`src/rtl/elrc_pkg.sv`:
```
package elrc_pkg;

    localparam int OFB_DEFAULT = 16;
    localparam int OPEN_W      = 17;
    localparam int POS_W       = 24;
    localparam int STEP_W      = 20;
    localparam int LEVEL_W     = 17;
    localparam int DIV_W       = 20;
    localparam int MUL_A_W     = 21;
    localparam int MUL_B_W     = 26;
    localparam int PROD_W      = MUL_A_W + MUL_B_W;
    localparam int PC_W        = 4;
    localparam int CFG_IDX_W   = 3;
    localparam int CFG_DATA_W  = 24;

    localparam logic [LEVEL_W-1:0] ONE_Q16 = 17'h10000;

    localparam logic [1:0] MODE_VELOCITY = 2'd0;
    localparam logic [1:0] MODE_POSITION = 2'd1;
    localparam logic [1:0] MODE_RAW      = 2'd2;

    localparam logic [1:0] KIND_NONE     = 2'd0;
    localparam logic [1:0] KIND_RAW      = 2'd1;
    localparam logic [1:0] KIND_POSITION = 2'd2;
    localparam logic [1:0] KIND_VELOCITY = 2'd3;

    localparam logic [CFG_IDX_W-1:0] REG_CONTROL_MODE     = 3'd0;
    localparam logic [CFG_IDX_W-1:0] REG_LEVEL_STEP       = 3'd1;
    localparam logic [CFG_IDX_W-1:0] REG_RAW_CLOSED_VALUE = 3'd2;
    localparam logic [CFG_IDX_W-1:0] REG_RAW_OPEN_VALUE   = 3'd3;
    localparam logic [CFG_IDX_W-1:0] REG_LID_OPEN_LIMIT   = 3'd4;
    localparam logic [CFG_IDX_W-1:0] REG_LID_CLOSED_LIMIT = 3'd5;
    localparam logic [CFG_IDX_W-1:0] REG_VELOCITY_GAIN    = 3'd6;
    localparam logic [CFG_IDX_W-1:0] REG_VELOCITY_LIMIT   = 3'd7;

    localparam logic [PC_W-1:0] STEP_IDLE    = 4'd0;
    localparam logic [PC_W-1:0] STEP_DIV     = 4'd1;
    localparam logic [PC_W-1:0] STEP_MUL_LEV = 4'd2;
    localparam logic [PC_W-1:0] STEP_CLAMP   = 4'd3;
    localparam logic [PC_W-1:0] STEP_MUL_REF = 4'd4;
    localparam logic [PC_W-1:0] STEP_REF     = 4'd5;
    localparam logic [PC_W-1:0] STEP_MUL_RAW = 4'd6;
    localparam logic [PC_W-1:0] STEP_RAW     = 4'd7;
    localparam logic [PC_W-1:0] STEP_MUL_VEL = 4'd8;
    localparam logic [PC_W-1:0] STEP_VEL     = 4'd9;
    localparam logic [PC_W-1:0] STEP_EMIT    = 4'd10;

    typedef enum logic [2:0] {
        MUL_NONE,
        MUL_LEV,
        MUL_REF,
        MUL_RAW,
        MUL_VEL
    } mul_sel_t;

    typedef enum logic [2:0] {
        ALU_NONE,
        ALU_LOAD,
        ALU_DIV,
        ALU_CLAMP,
        ALU_REF,
        ALU_RAW,
        ALU_VEL,
        ALU_EMIT
    } alu_op_t;

    typedef enum logic [1:0] {
        COND_ALWAYS,
        COND_IN_BEAT,
        COND_DIV_LAST,
        COND_OUT_FREE
    } cond_t;

    typedef struct packed {
        mul_sel_t        mul_sel;
        alu_op_t         alu_op;
        cond_t           cond;
        logic [PC_W-1:0] target;
    } ctl_word_t;

    typedef struct packed {
        logic [1:0]        control_mode;
        logic [STEP_W-1:0] level_step;
        logic [7:0]        raw_closed_value;
        logic [7:0]        raw_open_value;
        logic [POS_W-1:0]  lid_open_limit;
        logic [POS_W-1:0]  lid_closed_limit;
        logic [15:0]       velocity_gain;
        logic [22:0]       velocity_limit;
    } cfg_t;

    typedef struct packed {
        logic div_last;
    } dp_status_t;

    typedef struct packed {
        logic [LEVEL_W-1:0] level;
        logic [7:0]         raw;
        logic [POS_W-1:0]   pos_ref;
        logic [POS_W-1:0]   vel;
        logic               encoder_ok;
    } dp_result_t;

    function automatic ctl_word_t ucode_rom(input logic [PC_W-1:0] pc);
        ctl_word_t w;
        unique case (pc)
            STEP_IDLE:    w = '{MUL_NONE, ALU_LOAD,  COND_IN_BEAT,  STEP_DIV};
            STEP_DIV:     w = '{MUL_NONE, ALU_DIV,   COND_DIV_LAST, STEP_MUL_LEV};
            STEP_MUL_LEV: w = '{MUL_LEV,  ALU_NONE,  COND_ALWAYS,   STEP_CLAMP};
            STEP_CLAMP:   w = '{MUL_NONE, ALU_CLAMP, COND_ALWAYS,   STEP_MUL_REF};
            STEP_MUL_REF: w = '{MUL_REF,  ALU_NONE,  COND_ALWAYS,   STEP_REF};
            STEP_REF:     w = '{MUL_NONE, ALU_REF,   COND_ALWAYS,   STEP_MUL_RAW};
            STEP_MUL_RAW: w = '{MUL_RAW,  ALU_NONE,  COND_ALWAYS,   STEP_RAW};
            STEP_RAW:     w = '{MUL_NONE, ALU_RAW,   COND_ALWAYS,   STEP_MUL_VEL};
            STEP_MUL_VEL: w = '{MUL_VEL,  ALU_NONE,  COND_ALWAYS,   STEP_VEL};
            STEP_VEL:     w = '{MUL_NONE, ALU_VEL,   COND_ALWAYS,   STEP_EMIT};
            STEP_EMIT:    w = '{MUL_NONE, ALU_EMIT,  COND_OUT_FREE, STEP_IDLE};
            default:      w = '{MUL_NONE, ALU_NONE,  COND_ALWAYS,   STEP_IDLE};
        endcase
        return w;
    endfunction

endpackage

```
`src/rtl/elrc_datapath.sv`:
```
module elrc_datapath
    import elrc_pkg::*;
#(
    parameter int OPENNESS_FRACTION_BITS = OFB_DEFAULT
) (
    input  logic                aclk,
    input  logic                aresetn,
    input  ctl_word_t           ctl,
    input  logic                in_beat,
    input  logic [OPEN_W-1:0]   left_openness,
    input  logic [OPEN_W-1:0]   right_openness,
    input  logic [POS_W-1:0]    measured_position,
    input  logic                encoder_ok,
    input  cfg_t                cfg,
    output dp_status_t          status,
    output dp_result_t          result
);

    localparam int CMP_W = (OPENNESS_FRACTION_BITS + 1 > OPEN_W) ?
                           OPENNESS_FRACTION_BITS + 1 : OPEN_W;
    localparam int XW    = CMP_W + 21;
    localparam int CNT_W = $clog2(DIV_W + 1);
    localparam logic [CMP_W-1:0] ONE_F = CMP_W'(1) << OPENNESS_FRACTION_BITS;

    logic [DIV_W-1:0]          q_reg;
    logic [DIV_W-1:0]          rem_reg;
    logic [CNT_W-1:0]          cnt_reg;
    logic [POS_W-1:0]          pos_reg;
    logic                      enc_ok_reg;
    logic signed [PROD_W-1:0]  prod_reg;
    logic [LEVEL_W-1:0]        lev_c_reg;
    logic [POS_W-1:0]          ref_reg;
    logic [7:0]                raw_reg;
    logic [POS_W-1:0]          vel_reg;

    logic [STEP_W-1:0]         step_eff;
    logic [OPEN_W-1:0]         op_min;
    logic [CMP_W-1:0]          op_ext;
    logic [CMP_W-1:0]          op_cl;
    logic [CMP_W-1:0]          clo;
    logic [XW-1:0]             x_num;
    logic [XW-1:0]             y_full;

    logic [DIV_W:0]            rem_sh;
    logic                      q_bit;
    logic [DIV_W:0]            rem_new;

    logic signed [MUL_A_W-1:0] mul_a;
    logic signed [MUL_B_W-1:0] mul_b;
    logic signed [PROD_W-1:0]  prod_c;
    logic signed [MUL_B_W-1:0] open26;
    logic signed [MUL_B_W-1:0] closed26;
    logic signed [MUL_B_W-1:0] ref26;
    logic signed [MUL_B_W-1:0] pos26;
    logic signed [8:0]         raw_diff;
    logic [LEVEL_W-1:0]        one_minus;

    logic signed [PROD_W-1:0]  ref_rnd;
    logic signed [PROD_W-1:0]  ref_sh;
    logic signed [MUL_B_W-1:0] ref_rs;
    logic signed [MUL_B_W-1:0] ref_sum;
    logic signed [PROD_W-1:0]  raw_t;
    logic signed [PROD_W-1:0]  raw_rnd;
    logic signed [PROD_W-1:0]  vel_rnd;
    logic signed [PROD_W-1:0]  vel_sh;
    logic signed [PROD_W-1:0]  lim;
    logic signed [PROD_W-1:0]  vel_sat;

    assign step_eff = (cfg.level_step == '0) ? STEP_W'(1) : cfg.level_step;
    assign op_min   = (left_openness < right_openness) ? left_openness : right_openness;
    assign op_ext   = CMP_W'(op_min);
    assign op_cl    = (op_ext > ONE_F) ? ONE_F : op_ext;
    assign clo      = ONE_F - op_cl;
    assign x_num    = (XW'(clo) << 17) + (XW'(step_eff) << OPENNESS_FRACTION_BITS);
    assign y_full   = x_num >> (OPENNESS_FRACTION_BITS + 1);

    assign rem_sh  = {rem_reg, q_reg[DIV_W-1]};
    assign q_bit   = rem_sh >= {1'b0, step_eff};
    assign rem_new = q_bit ? rem_sh - {1'b0, step_eff} : rem_sh;

    assign open26    = {{2{cfg.lid_open_limit[POS_W-1]}}, cfg.lid_open_limit};
    assign closed26  = {{2{cfg.lid_closed_limit[POS_W-1]}}, cfg.lid_closed_limit};
    assign ref26     = {{2{ref_reg[POS_W-1]}}, ref_reg};
    assign pos26     = {{2{pos_reg[POS_W-1]}}, pos_reg};
    assign raw_diff  = $signed({1'b0, cfg.raw_open_value}) -
                       $signed({1'b0, cfg.raw_closed_value});
    assign one_minus = ONE_Q16 - lev_c_reg;

    always_comb begin
        case (ctl.mul_sel)
            MUL_LEV: begin
                mul_a = $signed({1'b0, step_eff});
                mul_b = $signed({9'b0, q_reg[LEVEL_W-1:0]});
            end
            MUL_REF: begin
                mul_a = $signed({4'b0, lev_c_reg});
                mul_b = closed26 - open26;
            end
            MUL_RAW: begin
                mul_a = $signed({4'b0, one_minus});
                mul_b = {{17{raw_diff[8]}}, raw_diff};
            end
            MUL_VEL: begin
                mul_a = $signed({5'b0, cfg.velocity_gain});
                mul_b = ref26 - pos26;
            end
            default: begin
                mul_a = '0;
                mul_b = '0;
            end
        endcase
    end

    assign prod_c = mul_a * mul_b;

    assign ref_rnd = prod_reg + (prod_reg[PROD_W-1] ? 47'sd32767 : 47'sd32768);
    assign ref_sh  = ref_rnd >>> 16;
    assign ref_rs  = $signed(ref_sh[MUL_B_W-1:0]);
    assign ref_sum = open26 + ref_rs;

    assign raw_t   = prod_reg + $signed({23'b0, cfg.raw_closed_value, 16'b0});
    assign raw_rnd = raw_t + 47'sd32768;

    assign vel_rnd = prod_reg + (prod_reg[PROD_W-1] ? 47'sd127 : 47'sd128);
    assign vel_sh  = vel_rnd >>> 8;
    assign lim     = $signed({24'b0, cfg.velocity_limit});

    always_comb begin
        if (vel_sh > lim) begin
            vel_sat = lim;
        end else if (vel_sh < -lim) begin
            vel_sat = -lim;
        end else begin
            vel_sat = vel_sh;
        end
    end

    always_ff @(posedge aclk) begin
        if (!aresetn) begin
            cnt_reg <= '0;
        end else if (ctl.alu_op == ALU_LOAD && in_beat) begin
            cnt_reg <= CNT_W'(DIV_W);
        end else if (ctl.alu_op == ALU_DIV && cnt_reg != '0) begin
            cnt_reg <= cnt_reg - CNT_W'(1);
        end
    end

    always_ff @(posedge aclk) begin
        if (ctl.mul_sel != MUL_NONE) begin
            prod_reg <= prod_c;
        end
        unique case (ctl.alu_op)
            ALU_LOAD: begin
                if (in_beat) begin
                    q_reg      <= y_full[DIV_W-1:0];
                    rem_reg    <= '0;
                    pos_reg    <= measured_position;
                    enc_ok_reg <= encoder_ok;
                end
            end
            ALU_DIV: begin
                q_reg   <= {q_reg[DIV_W-2:0], q_bit};
                rem_reg <= rem_new[DIV_W-1:0];
            end
            ALU_CLAMP: begin
                lev_c_reg <= (prod_reg > 47'sd65536) ? ONE_Q16 : prod_reg[LEVEL_W-1:0];
            end
            ALU_REF: begin
                ref_reg <= ref_sum[POS_W-1:0];
            end
            ALU_RAW: begin
                raw_reg <= raw_t[PROD_W-1] ? 8'd0 : raw_rnd[23:16];
            end
            ALU_VEL: begin
                vel_reg <= vel_sat[POS_W-1:0];
            end
            default: begin
            end
        endcase
    end

    assign status.div_last   = (cnt_reg == CNT_W'(1));
    assign result.level      = q_reg[LEVEL_W-1:0];
    assign result.raw        = raw_reg;
    assign result.pos_ref    = ref_reg;
    assign result.vel        = vel_reg;
    assign result.encoder_ok = enc_ok_reg;

endmodule

```
`src/rtl/eyelid_level_retarget_controller.sv`:
```
// Eyelid level retarget controller.
// Input stream: one beat per sample carries both eye openness values and the
// lid encoder reading in s_tdata, and the encoder status in s_tuser.
// Output stream: exactly one beat per input beat. m_tuser carries the command
// kind (none, raw, position reference, velocity) and the step status; m_tdata
// carries the raw value, position reference, velocity command and level.
// Configuration: cfg_we writes cfg_data into register cfg_index at once; write
// only while no sample is in flight.
// Sequencing: a microcoded sequencer runs each sample through a
// 20-step restoring divider for the level, then four multiply and round step
// pairs on one shared multiplier and an emit step; s_tready is high only at
// the idle step, so a new sample is taken only after the emit step is done.
// A new input beat is accepted while the previous result still waits on
// m_tready; the sequencer holds at its last step until the output register
// frees up, so a stalled receiver throttles the input side.
// Reset clears the sequencer, the output valid flag, the stored level and loads
// the default register values; s_tready stays low while reset is held.
module eyelid_level_retarget_controller
    import elrc_pkg::*;
#(
    parameter int OPENNESS_FRACTION_BITS = OFB_DEFAULT
) (
    input  logic                  aclk,
    input  logic                  aresetn,
    input  logic                  s_tvalid,
    output logic                  s_tready,
    // left_openness[16:0], right_openness[33:17], measured_position[57:34]
    input  logic [63:0]           s_tdata,
    // encoder_ok[0]
    input  logic [0:0]            s_tuser,
    output logic                  m_tvalid,
    input  logic                  m_tready,
    // raw_command[7:0], position_reference[31:8], velocity_command[55:32],
    // closeness_level[72:56]
    output logic [79:0]           m_tdata,
    // command_kind[1:0], step_ok[2]
    output logic [2:0]            m_tuser,
    input  logic                  cfg_we,
    input  logic [CFG_IDX_W-1:0]  cfg_index,
    input  logic [CFG_DATA_W-1:0] cfg_data
);

    logic [1:0]         control_mode_reg;
    logic [STEP_W-1:0]  level_step_reg;
    logic [7:0]         raw_closed_value_reg;
    logic [7:0]         raw_open_value_reg;
    logic [POS_W-1:0]   lid_open_limit_reg;
    logic [POS_W-1:0]   lid_closed_limit_reg;
    logic [15:0]        velocity_gain_reg;
    logic [22:0]        velocity_limit_reg;
    cfg_t               cfg;

    logic [PC_W-1:0]    pc_reg;
    logic [PC_W-1:0]    pc_next;
    ctl_word_t          ctl;
    logic               cond_met;
    logic               s_beat;
    logic               out_free;
    logic               out_load;
    dp_status_t         dp_status;
    dp_result_t         dp_res;

    logic [LEVEL_W-1:0] last_level_reg;
    logic               level_known_reg;
    logic               changed;
    logic [1:0]         kind;
    logic               ok;

    logic               m_tvalid_reg;
    logic [1:0]         m_kind_reg;
    logic               m_ok_reg;
    logic [7:0]         m_raw_reg;
    logic [POS_W-1:0]   m_ref_reg;
    logic [POS_W-1:0]   m_vel_reg;
    logic [LEVEL_W-1:0] m_level_reg;

    always_ff @(posedge aclk) begin
        if (!aresetn) begin
            control_mode_reg     <= MODE_VELOCITY;
            level_step_reg       <= 20'd6554;
            raw_closed_value_reg <= 8'd35;
            raw_open_value_reg   <= 8'd60;
            lid_open_limit_reg   <= '0;
            lid_closed_limit_reg <= '0;
            velocity_gain_reg    <= 16'd2560;
            velocity_limit_reg   <= 23'd25600;
        end else if (cfg_we) begin
            unique case (cfg_index)
                REG_CONTROL_MODE:     control_mode_reg     <= cfg_data[1:0];
                REG_LEVEL_STEP:       level_step_reg       <= cfg_data[STEP_W-1:0];
                REG_RAW_CLOSED_VALUE: raw_closed_value_reg <= cfg_data[7:0];
                REG_RAW_OPEN_VALUE:   raw_open_value_reg   <= cfg_data[7:0];
                REG_LID_OPEN_LIMIT:   lid_open_limit_reg   <= cfg_data[POS_W-1:0];
                REG_LID_CLOSED_LIMIT: lid_closed_limit_reg <= cfg_data[POS_W-1:0];
                REG_VELOCITY_GAIN:    velocity_gain_reg    <= cfg_data[15:0];
                REG_VELOCITY_LIMIT:   velocity_limit_reg   <= cfg_data[22:0];
                default: begin
                end
            endcase
        end
    end

    assign cfg.control_mode     = control_mode_reg;
    assign cfg.level_step       = level_step_reg;
    assign cfg.raw_closed_value = raw_closed_value_reg;
    assign cfg.raw_open_value   = raw_open_value_reg;
    assign cfg.lid_open_limit   = lid_open_limit_reg;
    assign cfg.lid_closed_limit = lid_closed_limit_reg;
    assign cfg.velocity_gain    = velocity_gain_reg;
    assign cfg.velocity_limit   = velocity_limit_reg;

    assign ctl      = ucode_rom(pc_reg);
    assign s_tready = aresetn && (pc_reg == STEP_IDLE);
    assign s_beat   = s_tvalid && s_tready;
    assign out_free = !m_tvalid_reg || m_tready;

    always_comb begin
        unique case (ctl.cond)
            COND_ALWAYS:   cond_met = 1'b1;
            COND_IN_BEAT:  cond_met = s_beat;
            COND_DIV_LAST: cond_met = dp_status.div_last;
            COND_OUT_FREE: cond_met = out_free;
            default:       cond_met = 1'b1;
        endcase
    end

    assign pc_next  = cond_met ? ctl.target : pc_reg;
    assign out_load = (ctl.alu_op == ALU_EMIT) && cond_met;

    always_ff @(posedge aclk) begin
        if (!aresetn) begin
            pc_reg <= STEP_IDLE;
        end else begin
            pc_reg <= pc_next;
        end
    end

    elrc_datapath #(
        .OPENNESS_FRACTION_BITS(OPENNESS_FRACTION_BITS)
    ) u_datapath (
        .aclk              (aclk),
        .aresetn           (aresetn),
        .ctl               (ctl),
        .in_beat           (s_beat),
        .left_openness     (s_tdata[16:0]),
        .right_openness    (s_tdata[33:17]),
        .measured_position (s_tdata[57:34]),
        .encoder_ok        (s_tuser[0]),
        .cfg               (cfg),
        .status            (dp_status),
        .result            (dp_res)
    );

    assign changed = !level_known_reg || (dp_res.level != last_level_reg);

    always_comb begin
        kind = KIND_NONE;
        ok   = 1'b1;
        case (control_mode_reg)
            MODE_RAW: begin
                if (changed) begin
                    kind = KIND_RAW;
                end
            end
            MODE_POSITION: begin
                if (changed) begin
                    kind = KIND_POSITION;
                end
            end
            default: begin
                if (dp_res.encoder_ok) begin
                    kind = KIND_VELOCITY;
                end else begin
                    ok = 1'b0;
                end
            end
        endcase
    end

    always_ff @(posedge aclk) begin
        if (!aresetn) begin
            m_tvalid_reg    <= 1'b0;
            last_level_reg  <= '0;
            level_known_reg <= 1'b0;
        end else if (out_load) begin
            m_tvalid_reg    <= 1'b1;
            last_level_reg  <= dp_res.level;
            level_known_reg <= 1'b1;
        end else if (m_tready) begin
            m_tvalid_reg    <= 1'b0;
        end
    end

    always_ff @(posedge aclk) begin
        if (out_load) begin
            m_kind_reg  <= kind;
            m_ok_reg    <= ok;
            m_raw_reg   <= (kind == KIND_RAW) ? dp_res.raw : 8'd0;
            m_ref_reg   <= (kind == KIND_POSITION || kind == KIND_VELOCITY) ?
                           dp_res.pos_ref : '0;
            m_vel_reg   <= (kind == KIND_VELOCITY) ? dp_res.vel : '0;
            m_level_reg <= dp_res.level;
        end
    end

    assign m_tvalid = m_tvalid_reg;
    assign m_tdata  = {7'b0, m_level_reg, m_vel_reg, m_ref_reg, m_raw_reg};
    assign m_tuser  = {m_ok_reg, m_kind_reg};

    a_level_stored: assert property (@(posedge aclk) disable iff (!aresetn)
        out_load |=> level_known_reg && last_level_reg == $past(dp_res.level))
        else $error("stored level does not follow the emitted result");

    a_vel_bound: assert property (@(posedge aclk) disable iff (!aresetn)
        m_tvalid_reg && m_kind_reg == KIND_VELOCITY |->
            $signed(m_vel_reg) <= $signed({1'b0, velocity_limit_reg}) &&
            $signed(m_vel_reg) >= -$signed({1'b0, velocity_limit_reg}))
        else $error("velocity command outside its limit");

    a_fail_no_cmd: assert property (@(posedge aclk) disable iff (!aresetn)
        m_tvalid_reg && !m_ok_reg |-> m_kind_reg == KIND_NONE)
        else $error("command issued on a failed step");

    a_pc_range: assert property (@(posedge aclk) disable iff (!aresetn)
        pc_reg <= STEP_EMIT)
        else $error("sequencer left its program");

    a_load_only_idle: assert property (@(posedge aclk) disable iff (!aresetn)
        s_beat |=> pc_reg == STEP_DIV && !out_load)
        else $error("input beat did not start the divider");

endmodule
```
`config.mk`:
```
export PLATFORM = sky130hd
export DESIGN_NAME = eyelid_level_retarget_controller
export DESIGN_NICKNAME = d
export VERILOG_FILES = /design/src/rtl/elrc_pkg.sv /design/src/rtl/elrc_datapath.sv /design/src/rtl/eyelid_level_retarget_controller.sv
export SDC_FILE = /design/constraint.sdc
export NUM_CORES = 2
export LEC_CHECK = 0
export CAP_MARGIN = 5
export CORE_ASPECT_RATIO = 0.8
export CORE_MARGIN = 2
export CORE_UTILIZATION = 35
export DETAILED_ROUTE_END_ITERATION = 7
export DONT_BUFFER_PORTS = 1
export GPL_TIMING_DRIVEN = 0
export HOLD_SLACK_MARGIN = 0.02
export REMOVE_ABC_BUFFERS = 1
export SLEW_MARGIN = 20
export SYNTH_ARGS = -nofsm -noshare
export SYNTH_HDL_FRONTEND = slang
export SYNTH_SLANG_ARGS = --single-unit
export TNS_END_PERCENT = 1
```
`constraint.sdc`:
```
create_clock -name aclk -period 22.1 [get_ports aclk]
set_input_delay 1.105 -clock aclk [delete_from_list [all_inputs] [get_ports aclk]]
set_output_delay 1.105 -clock aclk [all_outputs]
set_load 0.1 [all_outputs]
```
==> run summary <==
Worst path arrival time: 12.08 ns
Setup CP Type: reg2reg
DR iter-0 viols: 2891
R2R Setup Slk: 10.43 ns
Root Buffer: clkbuf_16
Gpl congestion: 0.929
Row cnt: 119
Worst r2r src: raw_closed_value_reg[0]
Die Y: 329 um
EDFF count, synth: 261
Core ar.: 131000 um^2
Die X: 410 um
Setup Fix Bufs, Post-CTS: 0
Setup tns final: 0 ns
# setup viols final: 0
Worst hold endpoint: level_known_reg
Fin. Hold Viols: 0
Synth Instances: 5120
Post-DRT Antenna Nets: 0
H-tree depth: 2
Maximum number of pins on one net before global-route repair: 155
Max VDD drop: 0.0651 mV
I/O pin cnt: 182
Cts repair resizes: 0
Netlist Area Pre-Place: 46100 um^2
Layout Skew: 0.0355 ns
Sw frac: 40.7%
Fraction of registers with async set/reset: 0%
Fill cell count: 13000
CTS tree: yes
Post-synthesis sequential area ratio: 24.2%
Worst-path clk slew: 0.06 ns
Syn_area_per_cell: 9.00 um^2
Clk_lat worst skew: 0.64 ns
IO Port Bufs: 0
Post-DP HPWL: 112000 um
Distinct cells, synth: 90
Most frequent cells in the layout: 764 x inv_1, 730 x nand2_1, 520 x fa_1
Hold Path Stages: 1
Layout cell share with drive strength beyond 1: 5.30%
Final Cycle Share: 52.8%
CP endpoint kind: flop
First-pass iteration count of the detailed router: 5
Top FF cell, synth: edfxtp_1
Via count: 35900
Total Die Area: 135000 um^2
Cells on worst reg2reg path: 33
Slew Viols, Final: 0
GRT Overall Usage: 20.8%
Most numerous cell on the critical path: fa_1
Cts bufs inserted: 49
Slew margin rel.: 22.5%
Min-delay worst type: reg2reg
Routed WL per cell: 20.5 um
DRC: 0
RSZ-0062 raised after global routing: false
Final instance area: 50600 um^2
Worst hold margin: 0.468 ns
Fraction of power consumed by sequential logic: 34.6%
Commonest non-fill, non-tap cell in the layout: inv_1
Sw power: 1.31 mW
Final Net Count: 6034
Hold Startpoint: level_known_reg
WP data required: 22.51 ns
Max Cap Viol: 0
P_int: 1.91 mW
Startpoint class of the critical path: flop
Remaining global-route overflow: 0
Leakage: 22.0 nW
Final min period: 11.67 ns
Pwr Density: 63.8 nW/um^2
Worst Max-Slew Pin Slew: 1.16 ns
First-pass GRT wire length: 216000 um
Synth Register Bits: 426
Yosys warning total: 0
Clock net sink count: 426
Max FO, Critical Path: 13
Hold Buf Count CTS: 0
CP peak stage delay: 1.08 ns
Status: complete, no violations
R2R Path End: u_datapath.prod_reg[45]
Max FFs per register: 47
Fmax: 0.0857 GHz
Dpl cell area: 49000 um^2
Routed wire length: 141000 um
Clock share of power: 25.5%
Gate power share: 39.9%
Vias in the first global route: 35900
Via density: 5.24
Effective utilization at floorplan: 35.1%
Area grow syn2layout: 9.73%
Initial antenna violation count: 0
Slowest-stage cell, CP: nand4_1
Worst-case clock buffer depth: 3
-- final cells by class --
| class | instances | area (um^2) | share of cell area, % |
|---|---|---|---|
| Inverter | 765 | 2870 | 5.68 |
| Clock buffer | 57 | 1290 | 2.54 |
| Timing Repair Buffer | 74 | 997 | 1.97 |
| Clock inverter | 34 | 317 | 0.626 |
| Sequential cell | 426 | 11100 | 22.0 |
| Multi-Input combinational cell | 3740 | 31800 | 62.8 |
| Antenna cell | 1 | 2.50 | 0.00495 |
| Tap cell | 1754 | 2190 | 4.34 |
-- routing by layer --
layer  up-vias  global-route usage (%)  part of all wire (%)
li1      16600                       -                     -
met1     17700                    29.3                    44
met2      1407                    32.3                    43
met3       215                    4.39                   9.1
met4         0                    5.62                   3.1
met5         -                       0                     0
-- critical path: cells and delay by family (launching register included) --
kind / cells / cell delay [ns]
adders and majority gates: 10 / 4.21
AOI/OAI and AO/OA: 12 / 3.54
and+or+nand+nor: 5 / 2.68
buffers and inverters: 5 / 0.36
DFF: 1 / 0.35
xor gates and xnor gates: 1 / 0.29
-- per-stage QoR --
step | util (%) | std cells | power [mW] | setup slack, ns
after floorplan | - | 4931 | 1.89 | 11.54
after global placement | 36.2 | 6685 | 2.30 | 7.52
after detailed placement | 37.3 | 6759 | 2.39 | 10.43
after CTS | 38.6 | 6850 | 3.22 | 10.41
after global routing | 38.6 | 6850 | 3.40 | 9.80
final | 38.6 | 6851 | 3.23 | 10.43
-- cells by family (layout without fill, tap and decap cells) --
group	count (synthesis)	after routing	synth area share [%]
and+or+nand+nor	1690	1690	16.9
DFF	426	426	24.2
muxes	69	69	1.51
adders and majority gates	881	881	32.4
AOI/OAI and AO/OA	802	802	11.8
buffers and inverters	986	930	8.19
xor gates and xnor gates	264	264	5.02
other	2	35	0.0163
-- Yosys cell counts, types with 6 or more instances --
cell / number / share of area, %
a2111oi_0: 8 / 0.15
a211o_1: 6 / 0.11
a211oi_1: 20 / 0.33
a21boi_0: 118 / 1.9
a21o_1: 80 / 1.3
a21oi_1: 182 / 2.0
a221o_1: 11 / 0.24
a221oi_1: 13 / 0.25
a22oi_1: 27 / 0.44
a31o_2: 8 / 0.15
a31oi_1: 35 / 0.47
and2_1: 111 / 1.5
and3_1: 21 / 0.28
buf_2: 8 / 0.087
buf_4: 9 / 0.15
clkbuf_1: 193 / 1.6
dfxtp_1: 165 / 7.2
edfxtp_1: 261 / 17
fa_1: 521 / 23
ha_1: 360 / 9.8
inv_1: 765 / 6.2
mux2i_1: 64 / 1.4
nand2_1: 733 / 6.0
nand2b_1: 54 / 0.73
nand3_1: 74 / 0.80
nand4_1: 59 / 0.80
nor2_1: 345 / 2.8
nor2b_1: 111 / 1.5
nor3_1: 72 / 0.78
nor3b_1: 8 / 0.13
nor4_1: 32 / 0.43
o211ai_1: 26 / 0.42
o21a_1: 30 / 0.49
o21ai_0: 124 / 1.3
o21bai_1: 15 / 0.24
o221ai_1: 9 / 0.17
o31ai_1: 20 / 0.33
o41ai_1: 7 / 0.13
or2_2: 23 / 0.31
or3_1: 16 / 0.22
or4_1: 7 / 0.11
xnor2_1: 177 / 3.4
xor2_1: 87 / 1.7
-- power groups by stage --
stage          Clock [mW]  Combinational, mW  Sequential, mW
3_5_place_dp            0               1.27            1.12
2_1_floorplan           0              0.840            1.05
5_1_grt             0.867               1.41            1.12
4_1_cts             0.836               1.27            1.11
6_report            0.822               1.29            1.12
3_3_place_gp            0               1.17            1.13
-- how the worst max path moves through the flow --
stage	slack [ns]	endpoint	start	cells after the start
finish	10.43	u_datapath.prod_reg[45]	raw_closed_value_reg[0]	33
global route	9.80	u_datapath.prod_reg[45]	raw_open_value_reg[0]	34
CTS	10.41	u_datapath.prod_reg[45]	raw_closed_value_reg[0]	33
detailed placement	10.43	u_datapath.prod_reg[45]	raw_closed_value_reg[0]	33
global placement	7.52	last_level_reg[8]	aresetn	7
floorplan	11.54	last_level_reg[0]	aresetn	7
Power figures use the tool's default switching activity.
